[config.mk]
export PLATFORM = sky130hd
export DESIGN_NAME = cooperative_task_release_table
export DESIGN_NICKNAME = d
export VERILOG_FILES = /design/src/rtl/core/ctrt_pkg.sv /design/src/rtl/core/cooperative_task_release_table.sv /design/src/rtl/core/ctrt_upd.sv /design/src/rtl/core/ctrt_mem.sv /design/src/rtl/core/ctrt_seq.sv
export SDC_FILE = /design/constraint.sdc
export NUM_CORES = 2
export LEC_CHECK = 0
export ABC_AREA = 1
export BUFFER_PORTS_ARGS = -buffer_cell sky130_fd_sc_hd__buf_2
export CAP_MARGIN = 15
export CORE_MARGIN = 5
export CORE_UTILIZATION = 57
export DETAILED_ROUTE_END_ITERATION = 10
export GPL_TIMING_DRIVEN = 0
export HOLD_SLACK_MARGIN = 0.05
export MAX_ROUTING_LAYER = met4
export PLACE_DENSITY_LB_ADDON = 0.08
export SYNTH_ARGS = -nofsm -noshare
export SYNTH_HDL_FRONTEND = slang
export SYNTH_SLANG_ARGS = --single-unit
[constraint.sdc]
create_clock -name clk -period 6.1 [get_ports clk]
set_clock_uncertainty 0.1 [all_clocks]
set_input_delay 1.22 -clock clk [delete_from_list [all_inputs] [get_ports clk]]
set_output_delay 1.22 -clock clk [all_outputs]
set_load 0.03 [all_outputs]
[src/rtl/core/ctrt_pkg.sv]
// Shared types and constants of the cooperative task release table.
// Field widths, command/state/status codes, entry and result records.
// No dependencies.
package ctrt_pkg;

    localparam int POS_W         = 4;
    localparam int HANDLE_W      = 16;
    localparam int TIME_W        = 16;
    localparam int CMD_W         = 3;
    localparam int STATUS_W      = 2;
    localparam int COUNT_W       = 5;
    localparam int MAX_TASKS_DEF = 16;
    localparam int MAX_RESULTS   = 16;
    localparam int RES_CNT_W     = 5;
    localparam int S_TDATA_W     = 72;
    localparam int M_TDATA_W     = 48;

    typedef enum logic [CMD_W-1:0] {
        CMD_TICK     = 3'd0,
        CMD_CREATE   = 3'd1,
        CMD_SUSPEND  = 3'd2,
        CMD_RESUME   = 3'd3,
        CMD_DELETE   = 3'd4,
        CMD_DISPATCH = 3'd5
    } cmd_t;

    typedef enum logic [1:0] {
        TS_DORMANT   = 2'd0,
        TS_READY     = 2'd1,
        TS_RELEASED  = 2'd2,
        TS_SUSPENDED = 2'd3
    } task_state_t;

    typedef enum logic [STATUS_W-1:0] {
        ST_OK            = 2'd0,
        ST_FULL          = 2'd1,
        ST_NOT_OCCUPIED  = 2'd2,
        ST_NONE_RELEASED = 2'd3
    } status_t;

    typedef enum logic [3:0] {
        SQ_IDLE,
        SQ_TICK_RD,
        SQ_TICK_WR,
        SQ_CREATE,
        SQ_RMW_RD,
        SQ_RMW_WR,
        SQ_SHIFT_RD,
        SQ_SHIFT_WR,
        SQ_DISP_RD,
        SQ_DISP_CHK,
        SQ_FINISH
    } seq_state_t;

    typedef struct packed {
        logic [HANDLE_W-1:0] code;
        logic [HANDLE_W-1:0] param;
        logic [TIME_W-1:0]   countdown;
        logic [TIME_W-1:0]   period;
        task_state_t         state;
    } entry_t;

    typedef struct packed {
        cmd_t                cmd;
        logic [POS_W-1:0]    pos;
        logic [TIME_W-1:0]   release_time;
        logic [TIME_W-1:0]   period;
        logic [HANDLE_W-1:0] code;
        logic [HANDLE_W-1:0] param;
    } item_t;

    typedef struct packed {
        status_t             status;
        logic [POS_W-1:0]    position;
        logic [HANDLE_W-1:0] code;
        logic [HANDLE_W-1:0] param;
        logic [COUNT_W-1:0]  count;
    } result_t;

    typedef struct packed {
        logic rd_en;
        logic wr_en;
    } mem_req_t;

endpackage

[src/rtl/core/cooperative_task_release_table.sv]
// Top level of the cooperative task release table: stream ports, packing,
// entry memory and command sequencer. Depends on ctrt_pkg, ctrt_mem, ctrt_seq.
//
// The table holds up to MAX_TASKS tasks in order, compacted at the front. One
// command item is taken when s_axis_tready is high; the block then stays busy
// until the last result of that item is in the output register, which holds
// it while the next item is already accepted. All table work goes through one
// memory port pair and one entry update unit, one entry per step. A tick reads
// and writes back each occupied entry, create writes one entry at the end,
// suspend and resume read and rewrite one entry, and delete moves every later
// entry down one place. A dispatch scans the entries in order; each one-shot
// task removed is compacted out the same way, and the removed position is then
// scanned again. While the output register stays full with m_axis_tready low,
// a result waits to move out. A dispatch returns one result per released task
// (at most 16), or a single no-release result if none is released, marked
// with m_axis_tlast on the final one.
module cooperative_task_release_table #(
    parameter int MAX_TASKS = ctrt_pkg::MAX_TASKS_DEF
) (
    input  logic                           clk,
    input  logic                           rst_n,
    input  logic                           s_axis_tvalid,
    output logic                           s_axis_tready,
    // position[3:0], release_time[19:4], period[35:20], code_handle[51:36],
    // param_handle[67:52], zero fill[71:68]
    input  logic [ctrt_pkg::S_TDATA_W-1:0] s_axis_tdata,
    // command[2:0]
    input  logic [ctrt_pkg::CMD_W-1:0]     s_axis_tuser,
    output logic                           m_axis_tvalid,
    input  logic                           m_axis_tready,
    // task_position[3:0], task_code[19:4], task_param[35:20],
    // task_count[40:36], zero fill[47:41]
    output logic [ctrt_pkg::M_TDATA_W-1:0] m_axis_tdata,
    // status[1:0]
    output logic [ctrt_pkg::STATUS_W-1:0]  m_axis_tuser,
    output logic                           m_axis_tlast
);
    import ctrt_pkg::*;

    localparam int AW    = (MAX_TASKS > 1) ? $clog2(MAX_TASKS) : 1;
    localparam int M_PAD = M_TDATA_W - POS_W - 2 * HANDLE_W - COUNT_W;

    item_t    item;
    result_t  res;
    logic     res_last;
    mem_req_t mem_req;
    logic [AW-1:0] rd_addr;
    logic [AW-1:0] wr_addr;
    entry_t   wr_data;
    entry_t   rd_data;

    assign item.cmd          = cmd_t'(s_axis_tuser);
    assign item.pos          = s_axis_tdata[3:0];
    assign item.release_time = s_axis_tdata[19:4];
    assign item.period       = s_axis_tdata[35:20];
    assign item.code         = s_axis_tdata[51:36];
    assign item.param        = s_axis_tdata[67:52];

    assign m_axis_tdata = {{M_PAD{1'b0}}, res.count, res.param, res.code, res.position};
    assign m_axis_tuser = res.status;
    assign m_axis_tlast = res_last;

    ctrt_mem #(
        .DEPTH (MAX_TASKS),
        .AW    (AW)
    ) u_mem (
        .clk     (clk),
        .req     (mem_req),
        .rd_addr (rd_addr),
        .wr_addr (wr_addr),
        .wr_data (wr_data),
        .rd_data (rd_data)
    );

    ctrt_seq #(
        .MAX_TASKS (MAX_TASKS),
        .AW        (AW)
    ) u_seq (
        .clk       (clk),
        .rst_n     (rst_n),
        .in_valid  (s_axis_tvalid),
        .in_ready  (s_axis_tready),
        .item      (item),
        .out_valid (m_axis_tvalid),
        .out_ready (m_axis_tready),
        .res       (res),
        .res_last  (res_last),
        .mem_req   (mem_req),
        .rd_addr   (rd_addr),
        .wr_addr   (wr_addr),
        .wr_data   (wr_data),
        .rd_data   (rd_data)
    );

`ifndef SYNTHESIS
    // an accepted item always leaves the sequencer busy in the next cycle
    a_busy_after_accept: assert property (@(posedge clk) disable iff (!rst_n)
        s_axis_tvalid && s_axis_tready |=> !s_axis_tready)
        else $error("input accepted on two consecutive cycles");

    // error and no-release results stand alone and carry no handles
    a_error_single: assert property (@(posedge clk) disable iff (!rst_n)
        m_axis_tvalid && res.status != ST_OK |->
            res.code == '0 && res.param == '0 && res_last)
        else $error("error result with handles or not final");

    // results ahead of the final one are dispatched tasks with a real code
    a_mid_is_dispatch: assert property (@(posedge clk) disable iff (!rst_n)
        m_axis_tvalid && !res_last |-> res.status == ST_OK && res.code != '0)
        else $error("non-final result is not a dispatched task");
`endif

endmodule

[src/rtl/core/ctrt_upd.sv]
// Tick update unit: next countdown and state of one table entry.
// Depends on ctrt_pkg.
module ctrt_upd (
    input  ctrt_pkg::entry_t cur,
    output ctrt_pkg::entry_t nxt
);
    import ctrt_pkg::*;

    always_comb
    begin
        nxt = cur;
        // an empty code handle never counts down
        if (cur.code != '0)
        begin
            if (cur.countdown == '0)
            begin
                if (cur.state != TS_SUSPENDED)
                begin
                    nxt.state = TS_RELEASED;
                end
                if (cur.period != '0)
                begin
                    nxt.countdown = cur.period;
                end
            end
            else
            begin
                nxt.countdown = cur.countdown - 1'b1;
            end
        end
    end

endmodule

[src/rtl/core/ctrt_mem.sv]
// Task entry memory: one write port, one read port with registered data.
// Depends on ctrt_pkg.
module ctrt_mem #(
    parameter int DEPTH = ctrt_pkg::MAX_TASKS_DEF,
    parameter int AW    = 4
) (
    input  logic              clk,
    input  ctrt_pkg::mem_req_t req,
    input  logic [AW-1:0]     rd_addr,
    input  logic [AW-1:0]     wr_addr,
    input  ctrt_pkg::entry_t  wr_data,
    output ctrt_pkg::entry_t  rd_data
);
    import ctrt_pkg::*;

    entry_t mem_arr [DEPTH];
    entry_t rd_data_reg;

    always_ff @(posedge clk)
    begin
        if (req.wr_en)
        begin
            mem_arr[wr_addr] <= wr_data;
        end
    end

    always_ff @(posedge clk)
    begin
        if (req.rd_en)
        begin
            rd_data_reg <= mem_arr[rd_addr];
        end
    end

    assign rd_data = rd_data_reg;

endmodule

[src/rtl/core/ctrt_seq.sv]
// Command sequencer: walks the entry memory one entry at a time for tick,
// create, suspend/resume, delete (with compaction) and dispatch.
// Depends on ctrt_pkg and ctrt_upd.
module ctrt_seq #(
    parameter int MAX_TASKS = ctrt_pkg::MAX_TASKS_DEF,
    parameter int AW        = 4
) (
    input  logic               clk,
    input  logic               rst_n,
    input  logic               in_valid,
    output logic               in_ready,
    input  ctrt_pkg::item_t    item,
    output logic               out_valid,
    input  logic               out_ready,
    output ctrt_pkg::result_t  res,
    output logic               res_last,
    output ctrt_pkg::mem_req_t mem_req,
    output logic [AW-1:0]      rd_addr,
    output logic [AW-1:0]      wr_addr,
    output ctrt_pkg::entry_t   wr_data,
    input  ctrt_pkg::entry_t   rd_data
);
    import ctrt_pkg::*;

    localparam int CW = $clog2(MAX_TASKS + 1);
    localparam int PW = (CW > POS_W) ? CW : POS_W;

    seq_state_t           state_reg, state_next;
    item_t                item_reg, item_next;
    logic [CW-1:0]        count_reg, count_next;
    logic [CW-1:0]        idx_reg, idx_next;
    logic [CW-1:0]        sh_reg, sh_next;
    logic [RES_CNT_W-1:0] n_reg, n_next;
    result_t              pend_reg, pend_next;
    logic                 pend_valid_reg, pend_valid_next;
    result_t              out_reg, out_next;
    logic                 out_valid_reg, out_valid_next;
    logic                 out_last_reg, out_last_next;

    entry_t               upd_nxt;
    logic                 out_free;
    logic [CW-1:0]        idx_inc;
    logic [CW-1:0]        sh_inc;
    logic [CW-1:0]        count_dec;
    logic [AW-1:0]        pos_addr;

    function automatic result_t make_res(
        input status_t             st,
        input logic [POS_W-1:0]    p,
        input logic [HANDLE_W-1:0] c,
        input logic [HANDLE_W-1:0] q,
        input logic [COUNT_W-1:0]  n
    );
        result_t r;
        r.status   = st;
        r.position = p;
        r.code     = c;
        r.param    = q;
        r.count    = n;
        return r;
    endfunction

    ctrt_upd u_upd (
        .cur (rd_data),
        .nxt (upd_nxt)
    );

    assign out_free  = !out_valid_reg || out_ready;
    assign idx_inc   = idx_reg + 1'b1;
    assign sh_inc    = sh_reg + 1'b1;
    assign count_dec = count_reg - 1'b1;
    assign pos_addr  = AW'(item_reg.pos);

    assign out_valid = out_valid_reg;
    assign res       = out_reg;
    assign res_last  = out_last_reg;

    always_ff @(posedge clk or negedge rst_n)
    begin
        if (!rst_n)
        begin
            state_reg      <= SQ_IDLE;
            count_reg      <= '0;
            pend_valid_reg <= 1'b0;
            out_valid_reg  <= 1'b0;
        end
        else
        begin
            state_reg      <= state_next;
            count_reg      <= count_next;
            pend_valid_reg <= pend_valid_next;
            out_valid_reg  <= out_valid_next;
        end
    end

    always_ff @(posedge clk)
    begin
        item_reg     <= item_next;
        idx_reg      <= idx_next;
        sh_reg       <= sh_next;
        n_reg        <= n_next;
        pend_reg     <= pend_next;
        out_reg      <= out_next;
        out_last_reg <= out_last_next;
    end

    always_comb
    begin
        state_next      = state_reg;
        item_next       = item_reg;
        count_next      = count_reg;
        idx_next        = idx_reg;
        sh_next         = sh_reg;
        n_next          = n_reg;
        pend_next       = pend_reg;
        pend_valid_next = pend_valid_reg;
        out_next        = out_reg;
        out_valid_next  = out_valid_reg;
        out_last_next   = out_last_reg;
        in_ready        = 1'b0;
        mem_req.rd_en   = 1'b0;
        mem_req.wr_en   = 1'b0;
        rd_addr         = AW'(idx_reg);
        wr_addr         = AW'(idx_reg);
        wr_data         = rd_data;

        if (out_valid_reg && out_ready)
        begin
            out_valid_next = 1'b0;
        end

        case (state_reg)
            SQ_IDLE:
            begin
                in_ready = 1'b1;
                if (in_valid)
                begin
                    item_next       = item;
                    idx_next        = '0;
                    n_next          = '0;
                    pend_valid_next = 1'b0;
                    case (item.cmd)
                        CMD_TICK:
                        begin
                            if (count_reg == '0)
                            begin
                                pend_next  = make_res(ST_OK, '0, '0, '0,
                                                      COUNT_W'(count_reg));
                                state_next = SQ_FINISH;
                            end
                            else
                            begin
                                state_next = SQ_TICK_RD;
                            end
                        end
                        CMD_CREATE:
                        begin
                            if (count_reg >= CW'(MAX_TASKS))
                            begin
                                pend_next  = make_res(ST_FULL, '0, '0, '0,
                                                      COUNT_W'(count_reg));
                                state_next = SQ_FINISH;
                            end
                            else
                            begin
                                state_next = SQ_CREATE;
                            end
                        end
                        CMD_SUSPEND, CMD_RESUME, CMD_DELETE:
                        begin
                            if (PW'(item.pos) >= PW'(count_reg))
                            begin
                                pend_next  = make_res(ST_NOT_OCCUPIED, item.pos, '0, '0,
                                                      COUNT_W'(count_reg));
                                state_next = SQ_FINISH;
                            end
                            else if (item.cmd == CMD_DELETE)
                            begin
                                sh_next    = CW'(item.pos);
                                state_next = SQ_SHIFT_RD;
                            end
                            else
                            begin
                                state_next = SQ_RMW_RD;
                            end
                        end
                        CMD_DISPATCH:
                        begin
                            state_next = SQ_DISP_RD;
                        end
                        default:
                        begin
                            pend_next  = make_res(ST_OK, '0, '0, '0,
                                                  COUNT_W'(count_reg));
                            state_next = SQ_FINISH;
                        end
                    endcase
                end
            end

            SQ_TICK_RD:
            begin
                mem_req.rd_en = 1'b1;
                state_next    = SQ_TICK_WR;
            end

            SQ_TICK_WR:
            begin
                // write back this entry, fetch the next one in the same cycle
                mem_req.wr_en = 1'b1;
                wr_data       = upd_nxt;
                idx_next      = idx_inc;
                if (idx_inc == count_reg)
                begin
                    pend_next  = make_res(ST_OK, '0, '0, '0, COUNT_W'(count_reg));
                    state_next = SQ_FINISH;
                end
                else
                begin
                    mem_req.rd_en = 1'b1;
                    rd_addr       = AW'(idx_inc);
                end
            end

            SQ_CREATE:
            begin
                mem_req.wr_en     = 1'b1;
                wr_addr           = AW'(count_reg);
                wr_data.code      = item_reg.code;
                wr_data.param     = item_reg.param;
                wr_data.countdown = item_reg.release_time;
                wr_data.period    = item_reg.period;
                wr_data.state     = TS_DORMANT;
                count_next        = count_reg + 1'b1;
                pend_next         = make_res(ST_OK, POS_W'(count_reg), '0, '0,
                                             COUNT_W'(count_reg + 1'b1));
                state_next        = SQ_FINISH;
            end

            SQ_RMW_RD:
            begin
                mem_req.rd_en = 1'b1;
                rd_addr       = pos_addr;
                state_next    = SQ_RMW_WR;
            end

            SQ_RMW_WR:
            begin
                mem_req.wr_en = 1'b1;
                wr_addr       = pos_addr;
                wr_data.state = (item_reg.cmd == CMD_SUSPEND) ? TS_SUSPENDED : TS_READY;
                pend_next     = make_res(ST_OK, item_reg.pos, '0, '0,
                                         COUNT_W'(count_reg));
                state_next    = SQ_FINISH;
            end

            SQ_SHIFT_RD:
            begin
                if (sh_inc < count_reg)
                begin
                    mem_req.rd_en = 1'b1;
                    rd_addr       = AW'(sh_inc);
                    state_next    = SQ_SHIFT_WR;
                end
                else
                begin
                    count_next = count_dec;
                    if (item_reg.cmd == CMD_DELETE)
                    begin
                        pend_next  = make_res(ST_OK, item_reg.pos, '0, '0,
                                              COUNT_W'(count_dec));
                        state_next = SQ_FINISH;
                    end
                    else
                    begin
                        // resume the dispatch scan at the same position
                        state_next = SQ_DISP_RD;
                    end
                end
            end

            SQ_SHIFT_WR:
            begin
                mem_req.wr_en = 1'b1;
                wr_addr       = AW'(sh_reg);
                sh_next       = sh_inc;
                state_next    = SQ_SHIFT_RD;
            end

            SQ_DISP_RD:
            begin
                if (idx_reg >= count_reg || n_reg == RES_CNT_W'(MAX_RESULTS))
                begin
                    if (!pend_valid_reg)
                    begin
                        pend_next = make_res(ST_NONE_RELEASED, '0, '0, '0,
                                             COUNT_W'(count_reg));
                    end
                    state_next = SQ_FINISH;
                end
                else
                begin
                    mem_req.rd_en = 1'b1;
                    state_next    = SQ_DISP_CHK;
                end
            end

            SQ_DISP_CHK:
            begin
                if (rd_data.state == TS_RELEASED)
                begin
                    // hold until the previous result can move to the output
                    if (!pend_valid_reg || out_free)
                    begin
                        if (pend_valid_reg)
                        begin
                            out_next       = pend_reg;
                            out_valid_next = 1'b1;
                            out_last_next  = 1'b0;
                        end
                        pend_valid_next = 1'b1;
                        n_next          = n_reg + 1'b1;
                        if (rd_data.period == '0)
                        begin
                            pend_next  = make_res(ST_OK, POS_W'(idx_reg), rd_data.code,
                                                  rd_data.param, COUNT_W'(count_dec));
                            sh_next    = idx_reg;
                            state_next = SQ_SHIFT_RD;
                        end
                        else
                        begin
                            pend_next     = make_res(ST_OK, POS_W'(idx_reg), rd_data.code,
                                                     rd_data.param, COUNT_W'(count_reg));
                            mem_req.wr_en = 1'b1;
                            wr_data.state = TS_READY;
                            idx_next      = idx_inc;
                            state_next    = SQ_DISP_RD;
                        end
                    end
                end
                else
                begin
                    idx_next   = idx_inc;
                    state_next = SQ_DISP_RD;
                end
            end

            SQ_FINISH:
            begin
                if (out_free)
                begin
                    out_next        = pend_reg;
                    out_valid_next  = 1'b1;
                    out_last_next   = 1'b1;
                    pend_valid_next = 1'b0;
                    state_next      = SQ_IDLE;
                end
            end

            default:
            begin
                state_next = SQ_IDLE;
            end
        endcase
    end

endmodule
==> flow_metrics.env <==
export IMPL_placement_stage_worst_setup_slack_ps=1310
export IMPL_coreArea_um2=100000
export IMPL_multi_input_comb_area_um2=13600
export IMPL_post_synth_top_count_cell="sky130_fd_sc_hd__edfxtp_1"
export IMPL_chipWidth_um=327
export IMPL_tritonroute_pass_1_iters=9
export IMPL_gr_usage_all_layers_pct=34.3
export IMPL_final_period_demand_of_the_worst_path_ps=4950
export IMPL_ant_nets=0
export IMPL_flip_flop_count_of_the_largest_register_after_layout=1056
export IMPL_ys_seq_elements=1306
export IMPL_core_rowCount=116
export IMPL_period_share_pct=81.1
export IMPL_starting_density_pct=57.3
export IMPL_area_growth_synth_to_final_pct=14.4
export IMPL_clock_tree_from_tritoncts="done"
export IMPL_seq_area_frac_synth_pct=68.3
export IMPL_finalWeightedCongestion=0.949
export IMPL_unrepaired_setup_endpoints_after_global_routing="false"
export IMPL_cts_root_to_sink_buffers=3
export IMPL_post_cts_hold_buffer_count=0
export IMPL_grt_pass1_wl_um=261000
export IMPL_drt_vias_per_instance=5.94
export IMPL_final_seq_area_um2=39200
export IMPL_criticalPathCategory="reg -> reg"
export IMPL_synth_top_cell_by_area="sky130_fd_sc_hd__edfxtp_1"
export IMPL_critical_path_max_stage_delay_ps=840
export IMPL_post_synth_edffs=1295
export IMPL_synthArstFlopShare_pct=0.842
export IMPL_numCtsBuffers=139
export IMPL_setup_viol=0
export IMPL_syn_instance_count=5241
export IMPL_ys_warnings_count=0
export IMPL_cts_resized=0
export IMPL_worst_endpoint_arrival_ps=5340
export IMPL_antenna_found_initial=10
export IMPL_clock_latency_reported_for_the_late_side_of_the_worst_skew_pair_ps=750
export IMPL_critical_path_data_required_time_ps=6500
export IMPL_grt_pass1_vias=39200
export IMPL_htree_levels=4
export IMPL_outcome="finished clean"
export IMPL_io_pin_count=132
export IMPL_postLayoutCoreUtil_pct=65.6
export IMPL_worst_slew_pin_slew_ps=1080
export IMPL_grt_start_max_net_pins=30
export IMPL_finalHoldViolations=0
export IMPL_drcViolationCount=0
export IMPL_cp_common_cell="sky130_fd_sc_hd__nand2_1"
export IMPL_timing_critical_path_to_type="register"
export IMPL_crit_chain="clkinv_1, ha_1, a21o_1, nor2_1, nand2_1, nand2_1, nand2_1, nand2_1, nand2_2, inv_2, clkbuf_1, nand3_1, nand3_1, nand2_1"
export IMPL_path_max_fanout=10
export IMPL_synth_area_um2=57300
export IMPL_synth_top_cells_by_count="sky130_fd_sc_hd__edfxtp_1, sky130_fd_sc_hd__nand3_1, sky130_fd_sc_hd__nand2_1"
export IMPL_syn_area_per_cell_um2=10.9
export IMPL_port_buffers=120
export IMPL_slew_viol_final=0
export IMPL_die_area_um2=107000
export IMPL_path_clk_slew_ps=60
export IMPL_wire_per_inst_um=25.7
export IMPL_detailedRoute_firstIterationViolations=6002
export IMPL_postLayoutCellArea_um2=65600
export IMPL_hpwlAfterDp_um=123000
export IMPL_clock_sink_count=1306
export IMPL_globalRoute_totalOverflow=0
export IMPL_post_synth_top_area_fraction_pct=67.8
export IMPL_holdCritPathClass="in -> async"
export IMPL_fmax_mhz=202
export IMPL_routed_via_count=41800
export IMPL_final_hold_slack_ps=262
export IMPL_post_dp_cell_area_um2=61300
export IMPL_cp_start_kind="register"
export IMPL_finalNetCount=5723
export IMPL_yosys_cell_types_count=46
export IMPL_synth_top_cells_by_area="sky130_fd_sc_hd__edfxtp_1, sky130_fd_sc_hd__nand3_1, sky130_fd_sc_hd__nand2_1, sky130_fd_sc_hd__inv_1, sky130_fd_sc_hd__nand3b_1"
export IMPL_drive_above_1_share_pct=13.0
export IMPL_route_final_wire_length_um=181000
export IMPL_clock_tree_root_buffer_cell="sky130_fd_sc_hd__clkbuf_16"
export IMPL_critPathSlowestCell="sky130_fd_sc_hd__clkbuf_1"
export IMPL_timing_max_slew_rel_slack_pct=27.7
export IMPL_cts_post_setup_buffers_inserted=0
export IMPL_maxCapViolations=0
export IMPL_postSynth_topFlopCell="sky130_fd_sc_hd__edfxtp_1"
export IMPL_die_height_um=327
export IMPL_finalWorstSetupSlack_ps=1150
export IMPL_n_fill_cell=7647
stage by stage:
step	TNS [ps]	instances
floorplan	0	5247
global placement	-3313320	6665
detailed placement	0	6776
CTS	0	7022
global route	0	7033
finish	0	7042
worst max-delay path: cells and delay by family (launching register included):
family	cells	cell delay (ps)
AO/OA/AOI/OAI	1	160
adder cells (fa/ha/maj)	1	460
buffers and inverters	3	1690
flip-flops	1	560
AND/OR/NAND/NOR	9	1710
layout by cell type, fill, tap and decap left out, types with 6 or more instances in the layout:
cell                        instances
sky130_fd_sc_hd__dfrtp_1           11
sky130_fd_sc_hd__buf_2            384
sky130_fd_sc_hd__o211ai_1          17
sky130_fd_sc_hd__buf_1              8
sky130_fd_sc_hd__o21ai_1           51
sky130_fd_sc_hd__nand4_1           22
sky130_fd_sc_hd__xor2_1            17
sky130_fd_sc_hd__conb_1             7
sky130_fd_sc_hd__a21oi_1           20
sky130_fd_sc_hd__clkinv_2          28
sky130_fd_sc_hd__nand2_1          933
sky130_fd_sc_hd__nor2_1           104
sky130_fd_sc_hd__bufinv_16          6
sky130_fd_sc_hd__nor3_1             8
sky130_fd_sc_hd__buf_6             12
sky130_fd_sc_hd__ha_1              21
sky130_fd_sc_hd__clkbuf_16        145
sky130_fd_sc_hd__nand3b_1         187
sky130_fd_sc_hd__diode_2           16
sky130_fd_sc_hd__o221ai_1           9
sky130_fd_sc_hd__inv_2             11
sky130_fd_sc_hd__nor2_4            20
sky130_fd_sc_hd__buf_12            35
sky130_fd_sc_hd__clkbuf_1          63
sky130_fd_sc_hd__edfxtp_1        1295
sky130_fd_sc_hd__nand3_1         1243
sky130_fd_sc_hd__clkinv_1          27
sky130_fd_sc_hd__o21ai_0           56
sky130_fd_sc_hd__o22ai_1            8
sky130_fd_sc_hd__buf_4             55
sky130_fd_sc_hd__buf_8             14
sky130_fd_sc_hd__inv_1            851
cell type report:
cell class / instances / share of cell area, %
sequential: 1306 / 59.7
inverter: 865 / 4.95
tap: 1298 / 2.48
timing repair buffer: 235 / 3.28
buffer: 312 / 2.34
multi-input combinational: 2764 / 20.7
clock buffer: 180 / 5.73
antenna: 16 / 0.0610
clock inverter: 66 / 0.753
cells by family (layout without fill, tap and decap cells):
logic type / count (synthesis) / after routing / synth area share [%]
simple gates: 2531 / 2531 / 20.7
fa+ha+maj: 21 / 21 / 0.458
other cells: 1 / 23 / 0.00654
buf+inv: 1177 / 1658 / 8.33
compound gates: 186 / 186 / 1.91
xor+xnor: 19 / 19 / 0.290
flops: 1306 / 1306 / 68.3
final timing paths:
check | from | endpoint | slack (ps) | depth (start not counted)
hold / removal | rst_n | u_seq.count_reg[0] | 260 | 1
min in group clk | u_seq.pend_reg[38] | u_seq.res[38] | 320 | 0
setup reg to reg | u_seq.count_reg[4] | u_mem.rd_data[3] | 1150 | 14
hold reg to reg | u_seq.pend_reg[38] | u_seq.res[38] | 320 | 0
setup / recovery | u_seq.count_reg[4] | u_mem.rd_data[3] | 1150 | 14
max in group asynchronous | rst_n | u_seq.pend_valid_reg | 5400 | 1
per-layer routing:
| layer | vias up | share of wire (%) | GRT usage, % |
|---|---|---|---|
| met5 | - | 0 | - |
| met4 | 0 | 4.3 | 13.3 |
| met3 | 430 | 12 | 9.36 |
| met2 | 2632 | 44 | 49.8 |
| met1 | 20100 | 39 | 46.8 |
| li1 | 18600 | - | - |
Power is left out: the tool's default activity adds up to more than one toggle a clock period on the data nets, which glitch-free logic cannot reach.
